**config.mk**
```make
export PLATFORM = sky130hd
export DESIGN_NAME = four_voice_tone_noise_sound_generator
export DESIGN_NICKNAME = d
export VERILOG_FILES = /design/src/sv/psg_pkg.sv /design/src/sv/psg_regs.sv /design/src/sv/psg_tone.sv /design/src/sv/psg_noise.sv /design/src/sv/four_voice_tone_noise_sound_generator.sv
export SDC_FILE = /design/constraint.sdc
export NUM_CORES = 1
export LEC_CHECK = 0
export BUFFER_PORTS_ARGS = -buffer_cell sky130_fd_sc_hd__buf_2
export CORE_MARGIN = 3
export CORE_UTILIZATION = 55
export CTS_BUF_LIST = sky130_fd_sc_hd__clkbuf_4 sky130_fd_sc_hd__clkbuf_8
export DETAILED_ROUTE_END_ITERATION = 10
export PLACE_DENSITY_LB_ADDON = 0.15
export SYNTH_ARGS = -nofsm -noshare
export SYNTH_HDL_FRONTEND = slang
export SYNTH_HIERARCHICAL = 1
export SYNTH_SLANG_ARGS = --single-unit
```
**constraint.sdc**
```tcl
create_clock -name clock -period 8.5 [get_ports clock]
set_clock_uncertainty 0.05 [all_clocks]
set_input_delay 0.85 -clock clock [delete_from_list [all_inputs] [get_ports clock]]
set_output_delay 0.85 -clock clock [all_outputs]
set_load 0.02 [all_outputs]
```
**src/sv/psg_pkg.sv**
```systemverilog
// shared types, constants and level table of the four voice sound generator
`default_nettype none

package psg_pkg;

   localparam logic OP_WRITE = 1'b0;
   localparam logic OP_TICK  = 1'b1;

   localparam int NUM_TONES = 3;

   typedef logic [9:0]         period_type;
   typedef logic [3:0]         atten_type;
   typedef logic signed [13:0] level_type;
   typedef logic [14:0]        lfsr_type;

   localparam period_type PERIOD_DC_LO = 10'd1;
   localparam period_type PERIOD_DC_HI = 10'd16;
   localparam lfsr_type   LFSR_SEED    = 15'h4000;
   localparam atten_type  ATTEN_SILENT = 4'hf;
   localparam logic [1:0] VOICE_NOISE  = 2'd3;
   localparam logic [1:0] RATE_TONE2   = 2'd3;
   localparam period_type NOISE_BASE   = 10'h010;

   typedef struct packed {
      logic [3:0][3:0] atten;
      logic [2:0][9:0] period;
      logic [2:0]      noise_ctl;
   } regs_type;

   function automatic level_type level_of(input atten_type a);
      level_type lv;
      case (a)
         4'd0:    lv = 14'sd4096;
         4'd1:    lv = 14'sd3162;
         4'd2:    lv = 14'sd2546;
         4'd3:    lv = 14'sd1986;
         4'd4:    lv = 14'sd1564;
         4'd5:    lv = 14'sd1186;
         4'd6:    lv = 14'sd936;
         4'd7:    lv = 14'sd712;
         4'd8:    lv = 14'sd540;
         4'd9:    lv = 14'sd392;
         4'd10:   lv = 14'sd294;
         4'd11:   lv = 14'sd208;
         4'd12:   lv = 14'sd140;
         4'd13:   lv = 14'sd76;
         4'd14:   lv = 14'sd36;
         default: lv = 14'sd0;
      endcase
      return lv;
   endfunction

endpackage

`default_nettype wire

```
**src/sv/psg_regs.sv**
```systemverilog
// register file written by the latch/data byte protocol
`default_nettype none

module psg_regs
   import psg_pkg::*;
(
   input  wire logic       clock,
   input  wire logic       reset,
   input  wire logic       wr,
   input  wire logic [7:0] data,
   output regs_type        regs,
   output logic            reseed
);

   logic [7:0] latch_ff, latch_in;
   regs_type   regs_ff, regs_in;
   logic [1:0] voice;

   always_comb begin
      latch_in = latch_ff;
      regs_in  = regs_ff;
      reseed   = 1'b0;
      if (data[7]) begin
         latch_in = data;
      end
      voice = latch_in[6:5];
      if (wr) begin
         if (latch_in[4]) begin
            regs_in.atten[voice] = data[3:0];
         end else if (voice != VOICE_NOISE) begin
            if (data[7]) begin
               regs_in.period[voice] = {regs_ff.period[voice][9:4], data[3:0]};
            end else begin
               regs_in.period[voice] = {data[5:0], regs_ff.period[voice][3:0]};
            end
         end else begin
            regs_in.noise_ctl = data[2:0];
            reseed            = 1'b1;
         end
      end else begin
         latch_in = latch_ff;
      end
   end

   always_ff @(posedge clock) begin
      if (reset) begin
         latch_ff          <= '0;
         regs_ff.atten     <= {4{ATTEN_SILENT}};
         regs_ff.period    <= '0;
         regs_ff.noise_ctl <= '0;
      end else begin
         latch_ff <= latch_in;
         regs_ff  <= regs_in;
      end
   end

   assign regs = regs_ff;

endmodule

`default_nettype wire

```
**src/sv/psg_tone.sv**
```systemverilog
// one square wave tone voice: down counter, sign and held level
`default_nettype none

module psg_tone
   import psg_pkg::*;
(
   input  wire logic       clock,
   input  wire logic       reset,
   input  wire logic       tick,
   input  wire period_type period,
   input  wire atten_type  atten,
   output level_type       level
);

   period_type cnt_ff, cnt_in, cnt_dec;
   logic       sign_ff, sign_in;
   level_type  level_ff, level_in, lv;
   logic       reload, hold;

   always_comb begin
      cnt_dec  = (cnt_ff != '0) ? cnt_ff - 10'd1 : '0;
      reload   = (cnt_dec == '0);
      hold     = period inside {PERIOD_DC_LO, PERIOD_DC_HI};
      lv       = level_of(atten);
      cnt_in   = reload ? period : cnt_dec;
      sign_in  = sign_ff;
      level_in = level_ff;
      if (reload) begin
         if (hold) begin
            level_in = lv;
         end else begin
            sign_in  = ~sign_ff;
            level_in = sign_in ? -lv : lv;
         end
      end
   end

   always_ff @(posedge clock) begin
      if (reset) begin
         cnt_ff   <= '0;
         sign_ff  <= 1'b0;
         level_ff <= '0;
      end else if (tick) begin
         cnt_ff   <= cnt_in;
         sign_ff  <= sign_in;
         level_ff <= level_in;
      end
   end

   // level after this tick, for the mix
   assign level = tick ? level_in : level_ff;

endmodule

`default_nettype wire

```
**src/sv/psg_noise.sv**
```systemverilog
// noise voice: rate counter and 15-bit shift register
`default_nettype none

module psg_noise
   import psg_pkg::*;
(
   input  wire logic       clock,
   input  wire logic       reset,
   input  wire logic       tick,
   input  wire logic       reseed,
   input  wire logic [2:0] noise_ctl,
   input  wire period_type period2,
   input  wire atten_type  atten,
   output level_type       level
);

   period_type cnt_ff, cnt_in, cnt_dec;
   logic       sign_ff, sign_in;
   lfsr_type   lfsr_ff, lfsr_in;
   logic       reload, fb;

   always_comb begin
      cnt_dec = (cnt_ff != '0) ? cnt_ff - 10'd1 : '0;
      reload  = (cnt_dec == '0);
      cnt_in  = cnt_dec;
      sign_in = sign_ff;
      lfsr_in = lfsr_ff;
      fb      = noise_ctl[2] ? (lfsr_ff[0] ^ lfsr_ff[1]) : lfsr_ff[0];
      if (reload) begin
         cnt_in  = (noise_ctl[1:0] == RATE_TONE2) ? period2 : (NOISE_BASE << noise_ctl[1:0]);
         sign_in = ~sign_ff;
         if (sign_in) begin
            lfsr_in = {fb, lfsr_ff[14:1]};
         end
      end
      // level comes from the register before this tick's shift
      level = lfsr_ff[0] ? level_of(atten) : '0;
   end

   always_ff @(posedge clock) begin
      if (reset) begin
         cnt_ff  <= '0;
         sign_ff <= 1'b0;
         lfsr_ff <= LFSR_SEED;
      end else if (reseed) begin
         lfsr_ff <= LFSR_SEED;
      end else if (tick) begin
         cnt_ff  <= cnt_in;
         sign_ff <= sign_in;
         lfsr_ff <= lfsr_in;
      end
   end

endmodule

`default_nettype wire

```
**src/sv/four_voice_tone_noise_sound_generator.sv**
```systemverilog
// top level: request register, voices, mixer and result register
// a request is registered on accept; when it advances out of the request register,
// a tick's sample is registered in the result register and rsp_valid rises
// throughput: one request per cycle, writes and ticks alike, when no tick is stalled
// reset: synchronous, active high; volumes silent, periods zero, lfsr 0x4000
`default_nettype none

module four_voice_tone_noise_sound_generator
   import psg_pkg::*;
(
   input  wire logic        clock,
   input  wire logic        reset,
   input  wire logic        req_valid,
   output logic             req_stall,
   input  wire logic        req_op,
   input  wire logic [7:0]  req_data,
   output logic             rsp_valid,
   input  wire logic        rsp_stall,
   output logic signed [15:0] rsp_sample
);

   logic              in_valid_ff, in_valid_in;
   logic              in_op_ff;
   logic [7:0]        in_data_ff;
   logic              out_valid_ff, out_valid_in;
   logic signed [15:0] sample_ff, sample_in;
   logic              advance, do_write, do_tick, load;
   regs_type          regs;
   logic              reseed;
   level_type         lvl [4];

   always_comb begin
      advance   = in_valid_ff && (in_op_ff == OP_WRITE || !out_valid_ff || !rsp_stall);
      do_write  = advance && (in_op_ff == OP_WRITE);
      do_tick   = advance && (in_op_ff == OP_TICK);
      req_stall = in_valid_ff && !advance;
      load      = req_valid && !req_stall;
      in_valid_in = load ? 1'b1 : (advance ? 1'b0 : in_valid_ff);
      if (do_tick) begin
         out_valid_in = 1'b1;
      end else if (!rsp_stall) begin
         out_valid_in = 1'b0;
      end else begin
         out_valid_in = out_valid_ff;
      end
      sample_in = 16'(lvl[0]) + 16'(lvl[1]) + 16'(lvl[2]) + 16'(lvl[3]);
   end

   psg_regs u_regs (
      .clock  (clock),
      .reset  (reset),
      .wr     (do_write),
      .data   (in_data_ff),
      .regs   (regs),
      .reseed (reseed)
   );

   for (genvar v = 0; v < NUM_TONES; v++) begin : g_tone
      psg_tone u_tone (
         .clock  (clock),
         .reset  (reset),
         .tick   (do_tick),
         .period (regs.period[v]),
         .atten  (regs.atten[v]),
         .level  (lvl[v])
      );
   end

   psg_noise u_noise (
      .clock     (clock),
      .reset     (reset),
      .tick      (do_tick),
      .reseed    (reseed),
      .noise_ctl (regs.noise_ctl),
      .period2   (regs.period[2]),
      .atten     (regs.atten[3]),
      .level     (lvl[3])
   );

   always_ff @(posedge clock) begin
      if (reset) begin
         in_valid_ff  <= 1'b0;
         out_valid_ff <= 1'b0;
      end else begin
         in_valid_ff  <= in_valid_in;
         out_valid_ff <= out_valid_in;
      end
   end

   always_ff @(posedge clock) begin
      if (load) begin
         in_op_ff   <= req_op;
         in_data_ff <= req_data;
      end
      if (do_tick) begin
         sample_ff <= sample_in;
      end
   end

   assign rsp_valid  = out_valid_ff;
   assign rsp_sample = sample_ff;

endmodule

`default_nettype wire

```
==> results.md <==
- STA classifies the critical path endpoint as a flip-flop.
- STA classifies the critical path startpoint as a flip-flop.
- The cell area that synthesis handed to floorplanning was 12400 um^2.
- The critical path arrival is 6.20 ns.
- The shortest period the worst path allows is 6.03 ns.
- Walking the worst path, the cells encountered are inv_1, ha_1, or4b_4, nor4_4, nor3_2, a211oi_4, buf_4, mux2_2, inv_1, fa_1, inv_1, fa_1, ha_1, fa_1, a21o_2, a221o_1, a2111oi_2, nor3_1, xor2_1.
- The hold path startpoint is g_tone[1].u_tone/level_ff[2].
- For met3 alone, demand over resource in global routing was 3.26%.
- The post-route cell area is 13000 um^2.
- In this run the worst path has a maximum fanout of 35.
- The type of the worst setup path is reg -> reg.
- Adding up every negative setup slack in the final design gives 0 ns.
- The end of the worst register-to-register path is rsp_sample[13].
- The number of max-capacitance violations reported is 0.
- The setup slack after layout is 2.47 ns.
- The area growth from synthesis to layout is 4.66%.
- The CTS tree is built.
- In this run, synthesis produced a sequential element count of 180.
- Gates resized during post-CTS repair numbered 0.
- The largest individual stage delay along the critical path comes from the cell or4b_4.
- Once detailed placement completed, the half-perimeter wirelength came to 21000 um.
- The endpoint of the worst hold path is g_tone[1].u_tone/level_ff[2].
- For the worst flop-to-flop path, the logic depth is 19.
- The total track usage is 23.4%.
- The share of layout cells above drive strength 1 is 11.4%.
- For this configuration, the core starts out at a cell density of 56.4%.
- The routed design has 28400 um of wire.
- The total placed instance area is 12600 um^2.
- The number of vias per cell is 5.93.
- The sequential area share after synthesis is 31.0%.
- The kind of path behind the tightest hold check is reg -> reg.
- Synthesis instantiated 119 different standard cells from the library.
- Measured against its own limit, the worst slew margin works out to 36.3%.
- The first-pass GRT wire length is 47100 um.
- The mean post-synth cell area is 8.66 um^2.
- The root cell of the clock tree is clkbuf_8.
- After technology mapping, the gate count stands at 1434.
- The power density normalized to cell area is 153 nW/um^2.
- Fill cells in the final layout number 1966.
- The final layout contains 1507 nets.
- The number of flops mapped to enable cells by yosys is 25.
- At the later pin of the worst-skew pair, clock insertion delay measures 0.47 ns.
- The total clock buffers created by CTS is 17.
- The sequential standard cell area is 3850 um^2.
- In the final routed layout, each cell accounts on average for 16.6 um.
- The die covers 24400 um^2.
- The total count of hold-check failures in the final report is 0.
- The final-report max-slew violation count is 0.
- Pin placement for this block handled 31 I/O pins.
- The first detailed-routing pass ran for 6 iterations.
- Clock-pin slew was measured on the worst setup and hold paths at 0.10 ns.
- VDD sags by at most 131 uV.
- The count of hold-fix buffers inserted at cts is 0.
- The number of H-tree branching levels is 4.
- The initial antenna violation count was 0.
- In this run the register-to-register setup slack is 2.47 ns.
- The number of buffers inserted by port buffering is 30.
- Setup violations remaining at the end of the flow were counted as 0.
- The flow ran to the end, and the final reports show no timing, DRC or antenna violations.
- The number of sinks driven by the clock tree is 180.
- The maximum number of pins on one net before global-route repair is 79.
- The final period utilization is 71.0%.
- The slew at the pin with the worst max-slew slack is 0.955 ns.
- The pre-CTS worst setup slack is 2.53 ns.
- The met2 demand-to-capacity share in global routing is 38.1%.
- 0 antenna diodes ended up in the layout.
- The combined area of the multi-input logic cells is 7690 um^2.
- From bottom edge to top edge, the die measures 156 um.
- The number of synthesis warnings is 6.
- In this run the critical register-to-register path is launched from g_tone[2].u_tone/cnt_ff[0].
- For this run the aggregate overflow at the end of global routing stands at 0.
- The via count of the first global-routing pass is 9218.
- The vias after detailed routing is 10145.
- At the end of routability-driven placement, the weighted congestion stood at 0.951.
- The overall power consumption is 1.98 mW.
- The leading register cell type out of synthesis is dfxtp_1.
- The worst hold path was traced through 2 stages.
- For this design the static power due to leakage is 5.19 nW.
- After detailed routing, the number of remaining DRC violations is 0.
- The largest incremental delay on the critical path is 0.55 ns.
- From left edge to right edge, the die measures 156 um.
- Setup repair after global routing left no endpoint under its margin.
- After the first detailed-routing iteration, the DRC count stood at 565.
- The maximum clock path buffer count is 2.
- Counting flops with an async set or reset pin after synthesis yields a share of 0%.
- The core area is 22000 um^2.
- In this run the most used layer during global routing was met2.
- The achievable clock frequency is 166 MHz.
- The met1 demand-to-capacity share in global routing is 33.0%.
- The number of rows created at floorplan is 54.
- In this run the remaining antenna-violating nets after routing total 0.
- The number of setup buffers added after CTS is 0.
- At the worst endpoint, the required time is 8.67 ns.
## layer usage
layer | part of all wire [%] | routed length (um)
met1 | 48 | 13600
met2 | 47 | 13300
met3 | 3.6 | 1030
met4 | 1.7 | 478
met5 | 0 | 0
## power by group
part	switching, mW	internal (mW)	leakage (nW)	total (mW)
combinational	0.247	0.154	3.47	0.401
sequential	0.0359	0.893	1.49	0.929
clock	0.321	0.332	0.222	0.653
## Yosys cell counts (all sizes together), types with 8 or more instances
master / n / area (um^2)
a311oi: 9 / 78.8
edfxtp: 25 / 751
clkbuf: 31 / 146
o211ai: 13 / 135
or3: 20 / 126
nand3b: 10 / 75.1
xnor2: 23 / 201
buf: 39 / 265
and3: 8 / 53.8
ha: 47 / 588
nand4: 16 / 164
a211o: 16 / 140
a221oi: 9 / 96.4
nor3: 52 / 275
nor2b: 33 / 206
nand3: 30 / 150
nor4: 15 / 143
a31oi: 16 / 100
and2: 15 / 97.6
mux2: 17 / 199
o21ai: 54 / 270
a21o: 9 / 70.1
fa: 29 / 581
nand2: 110 / 413
nand2b: 18 / 113
nor2: 143 / 539
a211oi: 32 / 293
xor2: 24 / 210
dfxtp: 155 / 3100
a22o: 9 / 80.1
a21oi: 114 / 589
o32ai: 9 / 78.8
mux2i: 51 / 543
a21boi: 8 / 60.1
inv: 123 / 462
## critical path, delay by kind of cell (launching register included)
kind / cells / cell delay [ns]
AND/OR/NAND/NOR: 4 / 1.22
multiplexers: 1 / 0.40
AO/OA/AOI/OAI: 4 / 1.16
adder cells (fa/ha/maj): 5 / 1.84
XOR/XNOR: 1 / 0.15
buffers and inverters: 4 / 0.61
flip-flops: 1 / 0.36
## worst max-delay path by stage
stage,startpoint,cells after the start,to
6_report,g_tone[2].u_tone/cnt_ff[0],19,rsp_sample[13]
5_1_grt,g_tone[2].u_tone/cnt_ff[0],19,rsp_sample[13]
4_1_cts,g_tone[2].u_tone/cnt_ff[0],19,rsp_sample[13]
3_5_place_dp,rsp_stall,19,rsp_sample[13]
3_3_place_gp,rsp_stall,19,rsp_sample[13]
2_1_floorplan,rsp_stall,16,rsp_sample[13]
## cells by family (layout without fill, tap and decap cells)
| kind of cell | Yosys count | count (layout) | share of synthesized area [%] |
|---|---|---|---|
| flops | 180 | 180 | 31.0 |
| buf+inv | 196 | 191 | 7.18 |
| simple gates | 512 | 512 | 22.4 |
| compound gates | 351 | 351 | 20.1 |
| other cells | 1 | 2 | 0.0302 |
| mux | 71 | 71 | 6.55 |
| xor+xnor | 47 | 47 | 3.32 |
| fa+ha+maj | 76 | 76 | 9.41 |
## cells in the final DEF (no fill, tap or decap), types with 6 or more instances in the layout
cell | netlist | final
xor2_1 | 24 | 24
mux2i_1 | 47 | 47
a31oi_1 | 16 | 16
nor4_1 | 10 | 10
nor2b_1 | 33 | 32
a211oi_1 | 23 | 23
a211oi_2 | 8 | 8
and2_1 | 13 | 13
clkbuf_8 | 3 | 18
fa_1 | 29 | 29
nand2_1 | 110 | 110
edfxtp_1 | 25 | 25
nand3b_1 | 10 | 10
nand2b_1 | 18 | 18
dfxtp_1 | 155 | 155
inv_1 | 123 | 123
or3_1 | 19 | 19
xnor2_1 | 23 | 23
nand4_1 | 10 | 10
nor2_1 | 142 | 142
buf_2 | 14 | 29
a21oi_1 | 109 | 108
o211ai_1 | 9 | 9
nand3_1 | 30 | 30
a21o_1 | 7 | 7
buf_4 | 9 | 6
a22o_1 | 8 | 8
o32ai_1 | 9 | 9
nor3_1 | 49 | 49
ha_1 | 47 | 47
a211o_1 | 16 | 16
o21ai_0 | 53 | 53
mux2_2 | 15 | 15
a221oi_1 | 8 | 8
a311oi_1 | 9 | 9
## final cells by class
class / instances / share of cell area, %
Sequential cell: 180 / 29.7
Clock buffer: 18 / 1.91
Inverter: 125 / 3.61
Clock inverter: 13 / 1.49
Multi-Input combinational cell: 1059 / 59.2
Tap cell: 280 / 2.70
Timing Repair Buffer: 35 / 1.46
## per-stage QoR
step / hold slack [ns] / util (%) / instances
floorplan: 0.383 / - / 1435
finish: 0.412 / 59.0 / 1710
global placement: 0.398 / 57.0 / 1679
detailed placement: 0.401 / 57.0 / 1679
global route: 0.441 / 59.0 / 1710
CTS: 0.414 / 59.0 / 1710
## sequential cells by signal, indices dropped and copies added (netlist names)
register / cells
in_op_ff: 1
in_data_ff: 8
u_regs/latch_ff: 3
u_regs/regs: 49
u_noise/sign_ff: 1
rsp_valid: 1
g_tone.u_tone/level_ff: 42
g_tone.u_tone/sign_ff: 3
u_noise/lfsr_ff: 15
g_tone.u_tone/cnt_ff: 30
u_noise/cnt_ff: 10
in_valid_ff: 1
rsp_sample: 16
Power figures use the tool's default switching activity.
